### config.mk
export PLATFORM = sky130hd
export DESIGN_NAME = plcd_queue
export DESIGN_NICKNAME = d
export VERILOG_FILES = /design/src/sv/paged_lcd_pixel_writer_unit_macros.svh /design/src/sv/plcd_pkg.sv /design/src/sv/plcd_queue.sv
export SDC_FILE = /design/constraint.sdc
export NUM_CORES = 1
export LEC_CHECK = 0
export ABC_AREA = 1
export BUFFER_PORTS_ARGS = -buffer_cell sky130_fd_sc_hd__buf_2
export CAP_MARGIN = 25
export CORE_MARGIN = 8
export CORE_UTILIZATION = 54
export DETAILED_ROUTE_END_ITERATION = 6
export PLACE_DENSITY = 0.81
export SKIP_CTS_REPAIR_TIMING = 1
export SYNTH_ARGS = -nofsm -noshare
export SYNTH_HDL_FRONTEND = slang
export SYNTH_SLANG_ARGS = --single-unit
### constraint.sdc
create_clock -name clock -period 2.1 [get_ports clock]
set_input_delay 0.105 -clock clock [delete_from_list [all_inputs] [get_ports clock]]
set_output_delay 0.105 -clock clock [all_outputs]
set_load 0.005 [all_outputs]
### src/sv/paged_lcd_pixel_writer_unit_macros.svh
// ----------------------------------------------------------------------------
// Assertion macros for the paged LCD pixel writer
// Shared concurrent assertion forms, clocked on clock and disabled in reset.
// ----------------------------------------------------------------------------
`ifndef PAGED_LCD_PIXEL_WRITER_UNIT_MACROS_SVH
`define PAGED_LCD_PIXEL_WRITER_UNIT_MACROS_SVH

// Consequent must hold in the same cycle as the antecedent.
`define PLCD_ASSERT_SAME(name, ante, cons, msg) \
   name: assert property (@(posedge clock) disable iff (reset) (ante) |-> (cons)) \
      else $error(msg);

// Consequent must hold in the cycle after the antecedent.
`define PLCD_ASSERT_NEXT(name, ante, cons, msg) \
   name: assert property (@(posedge clock) disable iff (reset) (ante) |=> (cons)) \
      else $error(msg);

`endif

### src/sv/plcd_pkg.sv
// ----------------------------------------------------------------------------
// Paged LCD pixel writer package
// Request and response types, queue entry types and controller codes.
// ----------------------------------------------------------------------------
package plcd_pkg;

   // One pixel write request.
   typedef struct packed {
      logic [6:0] pixel_x;
      logic [6:0] pixel_y;
      logic       pixel_on;
   } req_type;

   // One controller word.
   typedef struct packed {
      logic       is_data;
      logic [7:0] word_byte;
      logic       last_word;
   } rsp_type;

   // A classified pixel write waiting for the back end.
   typedef struct packed {
      logic [6:0] col;
      logic [3:0] page;
      logic [2:0] row_bit;
      logic       pixel_on;
   } q_entry_type;

   // Head of the queue as seen by the back end.
   typedef struct packed {
      logic        valid;
      q_entry_type entry;
   } q_head_type;

   // Position within the four controller words of one pixel.
   typedef enum logic [1:0] {
      WORD_PAGE     = 2'd0,
      WORD_COL_HIGH = 2'd1,
      WORD_COL_LOW  = 2'd2,
      WORD_DATA     = 2'd3
   } word_type;

   // Controller command codes.
   localparam logic [7:0] CMD_PAGE_ADDR = 8'hB0;
   localparam logic [7:0] CMD_COL_HIGH  = 8'h10;
   localparam logic [7:0] COL_LOW_MASK  = 8'h0F;

   // Queue geometry.
   localparam int QUEUE_DEPTH = 2;
   localparam int QPTR_W      = 1;
   localparam int QCNT_W      = 2;

endpackage

### src/sv/plcd_queue.sv
// ----------------------------------------------------------------------------
// Pixel writer queue
// Two-entry FIFO that decouples the front end from the back end.
// ----------------------------------------------------------------------------
module plcd_queue (
   input  logic                  clock,
   input  logic                  reset,
   input  logic                  push,
   input  plcd_pkg::q_entry_type push_entry,
   input  logic                  pop,
   output plcd_pkg::q_head_type  head,
   output logic                  full
);

   plcd_pkg::q_entry_type entries_ff [plcd_pkg::QUEUE_DEPTH];
   logic [plcd_pkg::QPTR_W-1:0] wr_ptr_ff, wr_ptr_in;
   logic [plcd_pkg::QPTR_W-1:0] rd_ptr_ff, rd_ptr_in;
   logic [plcd_pkg::QCNT_W-1:0] count_ff, count_in;

   assign full       = (count_ff == plcd_pkg::QCNT_W'(plcd_pkg::QUEUE_DEPTH));
   assign head.valid = (count_ff != '0);
   assign head.entry = entries_ff[rd_ptr_ff];

   // Pointer and fill count update.
   always_comb begin
      wr_ptr_in = push ? wr_ptr_ff + 1'b1 : wr_ptr_ff;
      rd_ptr_in = pop ? rd_ptr_ff + 1'b1 : rd_ptr_ff;
      unique case ({push, pop})
         2'b10:   count_in = count_ff + 1'b1;
         2'b01:   count_in = count_ff - 1'b1;
         default: count_in = count_ff;
      endcase
   end

   always_ff @(posedge clock) begin
      if (reset) begin
         wr_ptr_ff <= '0;
         rd_ptr_ff <= '0;
         count_ff  <= '0;
      end else begin
         wr_ptr_ff <= wr_ptr_in;
         rd_ptr_ff <= rd_ptr_in;
         count_ff  <= count_in;
      end
   end

   // Entry storage needs no reset.
   always_ff @(posedge clock) begin
      if (push) begin
         entries_ff[wr_ptr_ff] <= push_entry;
      end
   end

endmodule

==> results.txt <==
No sink is reached through more buffers than the 2 on the longest clock path. The final layout contains routed wiring with a total length of 2.260 mm. The logs give 0 for the number of antenna violations at the first check in global routing and 0.324 for the part of the total power dissipated in the clock network. For the net switching power of the design, the log shows 0.2978 mW. TritonCTS built the clock tree. The run gives 0.547 as the share of total power in sequential cells. The run gives 35 as the number of clock sinks. The number of setup violations in the final report was 0. The smallest clock period supported by the final layout is computed as 1.661 ns.

The logs give 36 for the top-level I/O count and 2432 um2 for the area of the core. Via count normalized by instance count: 4.753. In this run, distinct cell masters in the synthesized netlist total 15. The number of violations reported at the end of detailed-routing iteration 0 came out at 27. After the last flow step, the layout net total stands at 159. The congestion estimate from routability-driven global placement came to 0.6364.

The logs give 146 for the number of cells in the design after placement and 0.129 for the part of the total power dissipated in combinational logic. In this run the power density over the cells is 821.2 nW/um2. The critical path is of the flop to output pin type. For the sum of negative setup slack, the log shows 0 ns. The cell-internal power is 1.192 mW, and the maximum clock rate is 602.0 MHz.

The latest clock arrival within the worst-skew pair is 0.33 ns. The run gives 4 as the iteration count of the initial detailed-routing pass. The run gives 2 as the H-tree depth. The clock transition time at the flip-flop clock pins of the worst setup and hold paths was 0.10 ns. The tools report the reg-to-reg critical path startpoint as wr_ptr_ff. Type of the tightest min-delay check: input pin to flop. The number of antenna diodes in the final layout is 0. DRC violation count after routing: 0. Final core area utilization: 0.7459. Max-slew violation total from the final report: 0. The tools report the via count of the routed design as 808.

After synthesis, the cell types taking the most area are sky130_fd_sc_hd__edfxtp_1 (66%), sky130_fd_sc_hd__mux2_4 (11%), sky130_fd_sc_hd__dfxtp_1 (7.3%). Relative to the synthesized area, the layout overhead comes to 33.03%. The logs give 791 for the number of global-route vias before repair and 5 for the number of buffers inserted during clock tree synthesis.

The largest individual stage delay along the critical path comes from the cell sky130_fd_sc_hd__dfxtp_1. Final hold analysis gives a worst-case slack of 0.06269 ns. The starting density of the core came out at 0.5607. The run finished with clean final reports. The largest single stage delay on the critical path is 0.51 ns. Traced cell by cell, the critical path runs through buf_4 > mux2_4 > buf_2. The final standard cell count with taps included and fillers excluded is 170, and the first-pass GRT wire length is 3.505 mm. In this run the worst path has a maximum fanout of 9. Kind of start point of the critical path: a flop. Following the worst setup path forward leads to its endpoint at head[9]. The tools report the HPWL after detailed placement as 1.599 mm.

Synthesis inferred 35 register bits. After synthesis the cells add up to 1364 um2. The largest net degree at the start of global routing was 17; the total of max-cap violations was 0.

At the pin with the least slew margin, the transition time is 0.6062 ns. The final hold violation count came out at 0. The die is 66.26 um wide. On the final layout, the worst clock skew is 0.008201 ns.

The net switching share of the total power came out at 0.1999. The filler cells instantiated in the layout total 156. For this design the static power due to leakage is 0.7697 nW.

STA puts the critical path data arrival time at 1.56 ns. The sequential cell area fraction in the yosys report came out at 0.7339. STA classifies the critical path endpoint as an output pin. After detailed routing, the average wire length per cell comes to 13.29 um.

The floorplan step defined a die boundary enclosing 4390 um2. The largest voltage drop on the vdd net was 0.7459 mV; the net count after synthesis was 100. The fraction of final layout cells sized beyond drive strength 1 is 0.4357. The port buffer count was 35.

sky130_fd_sc_hd__edfxtp_1 takes more of the synthesized area than any other cell. In this run the clock root is driven by a sky130_fd_sc_hd__clkbuf_4. Setup repair after global routing left no endpoint under its margin. For the residual antenna-violating net count after detailed routing, the log shows 0.

The depth of the worst register-to-register path is 2, and the required arrival time at the worst endpoint is 2.00 ns. The worst-case headroom to the max-slew limit came out at 0.5954. The global-route total usage across every layer was 0.1105. The run gives 18 as the row count. A synthesized cell averages 17.05 um2. Synthesis produced 80 cells. For this run, the number of Yosys warnings is 0.

The setup slack of the most critical reg-to-reg path is 0.88 ns, and the post-route clock period utilization is 0.7910. The die is 66.26 um tall. For this run the aggregate overflow at the end of global routing stands at 0. The worst register-to-register path ends at entries_ff[1][4]. The portion of synthesized cell area occupied by the leading cell type was 0.6606.
registers in the layout (all words and copies together), names as in the netlist, named ones only:
signal      count
entries_ff     30
count_ff        2
rd_ptr_ff       1
wr_ptr_ff       1
critical path, delay by kind of cell (launching register included):
kind | cells | cell delay (ns)
buffers and inverters | 2 | 0.41
flip-flops | 1 | 0.51
multiplexers | 1 | 0.31
through the flow:
stage,power (mW),setup slack (ns),instance area (um2)
floorplan,0.9366,0.7369,1364
global placement,0.9957,0.8107,1568
detailed placement,1.003,0.7840,1568
CTS,1.484,0.4080,1654
global route,1.560,0.3370,1814
finish,1.490,0.4389,1814
kinds of logic (layout without fill, tap and decap cells):
group,count (synthesis),after routing,share of synthesized area
AO/OA/AOI/OAI,2,2,0.007332
XOR/XNOR,1,1,0.006423
AND/OR/NAND/NOR,17,17,0.04954
adder cells (fa/ha/maj),1,1,0.009173
flip-flops,35,35,0.7339
multiplexers,15,15,0.1514
buffers and inverters,9,69,0.04221
per-layer routing:
metal / track usage / part of all wire / up-vias
met2: 0.1677 / 0.50 / 30
met4: 0.05600 / 0.0062 / 0
met1: 0.1126 / 0.39 / 375
li1: - / - / 401
met3: 0.07627 / 0.097 / 2
met5: 0 / 0 / -
cell usage in the layout, fill, tap and decap left out:
cell type and count:
sky130_fd_sc_hd__o21ai_0 1, sky130_fd_sc_hd__mux2_4 10, sky130_fd_sc_hd__ha_1 1, sky130_fd_sc_hd__clkbuf_4 5, sky130_fd_sc_hd__clkbuf_8 1, sky130_fd_sc_hd__nand4_1 1
sky130_fd_sc_hd__nor2_1 9, sky130_fd_sc_hd__buf_2 35, sky130_fd_sc_hd__a21oi_1 1, sky130_fd_sc_hd__xnor2_1 1, sky130_fd_sc_hd__nor3_1 1, sky130_fd_sc_hd__mux2_2 5
sky130_fd_sc_hd__bufinv_16 1, sky130_fd_sc_hd__inv_1 7, sky130_fd_sc_hd__nand2_1 6, sky130_fd_sc_hd__edfxtp_1 30, sky130_fd_sc_hd__dfxtp_1 5, sky130_fd_sc_hd__clkinv_2 1
sky130_fd_sc_hd__buf_4 3, sky130_fd_sc_hd__dlygate4sd3_1 16
Yosys cell counts:
library cell,number
sky130_fd_sc_hd__a21oi_1,1
sky130_fd_sc_hd__inv_1,7
sky130_fd_sc_hd__ha_1,1
sky130_fd_sc_hd__o21ai_0,1
sky130_fd_sc_hd__buf_6,1
sky130_fd_sc_hd__buf_12,1
sky130_fd_sc_hd__dfxtp_1,5
sky130_fd_sc_hd__nand4_1,1
sky130_fd_sc_hd__nor3_1,1
sky130_fd_sc_hd__nand2_1,6
sky130_fd_sc_hd__xnor2_1,1
sky130_fd_sc_hd__mux2_2,5
sky130_fd_sc_hd__edfxtp_1,30
sky130_fd_sc_hd__mux2_4,10
sky130_fd_sc_hd__nor2_1,9
worst min path at each step:
stage | start | endpoint | slack [ns] | cells after the start
floorplan | reset | flop | 0.18 | 1
global placement | push_entry[4] | entries_ff[0][4] | 0.29 | 1
detailed placement | push_entry[7] | entries_ff[1][7] | 0.30 | 1
CTS | push_entry[2] | entries_ff[0][2] | -0.05 | 1
global route | push | wr_ptr_ff | 0.07 | 3
finish | pop | rd_ptr_ff | 0.06 | 3
power groups by stage:
| stage | sequential, mW | clock [mW] | combinational (mW) |
|---|---|---|---|
| 2_1_floorplan | 0.824 | 0 | 0.112 |
| 3_3_place_gp | 0.829 | 0 | 0.166 |
| 3_5_place_dp | 0.832 | 0 | 0.171 |
| 4_1_cts | 0.816 | 0.495 | 0.172 |
| 5_1_grt | 0.820 | 0.527 | 0.213 |
| 6_report | 0.816 | 0.483 | 0.192 |
area by class of cell:
cell class                 count  area [um2]  share of cell area
multi-input combinational     36       305.3              0.1683
sequential                    35        1001              0.5517
clock buffer                   6       51.30             0.02828
clock inverter                 2       35.03             0.01931
timing repair buffer          54       357.8              0.1972
tap                           30       37.54             0.02069
inverter                       7       26.28             0.01448
Note: power is estimated with default switching activity, not from simulation.
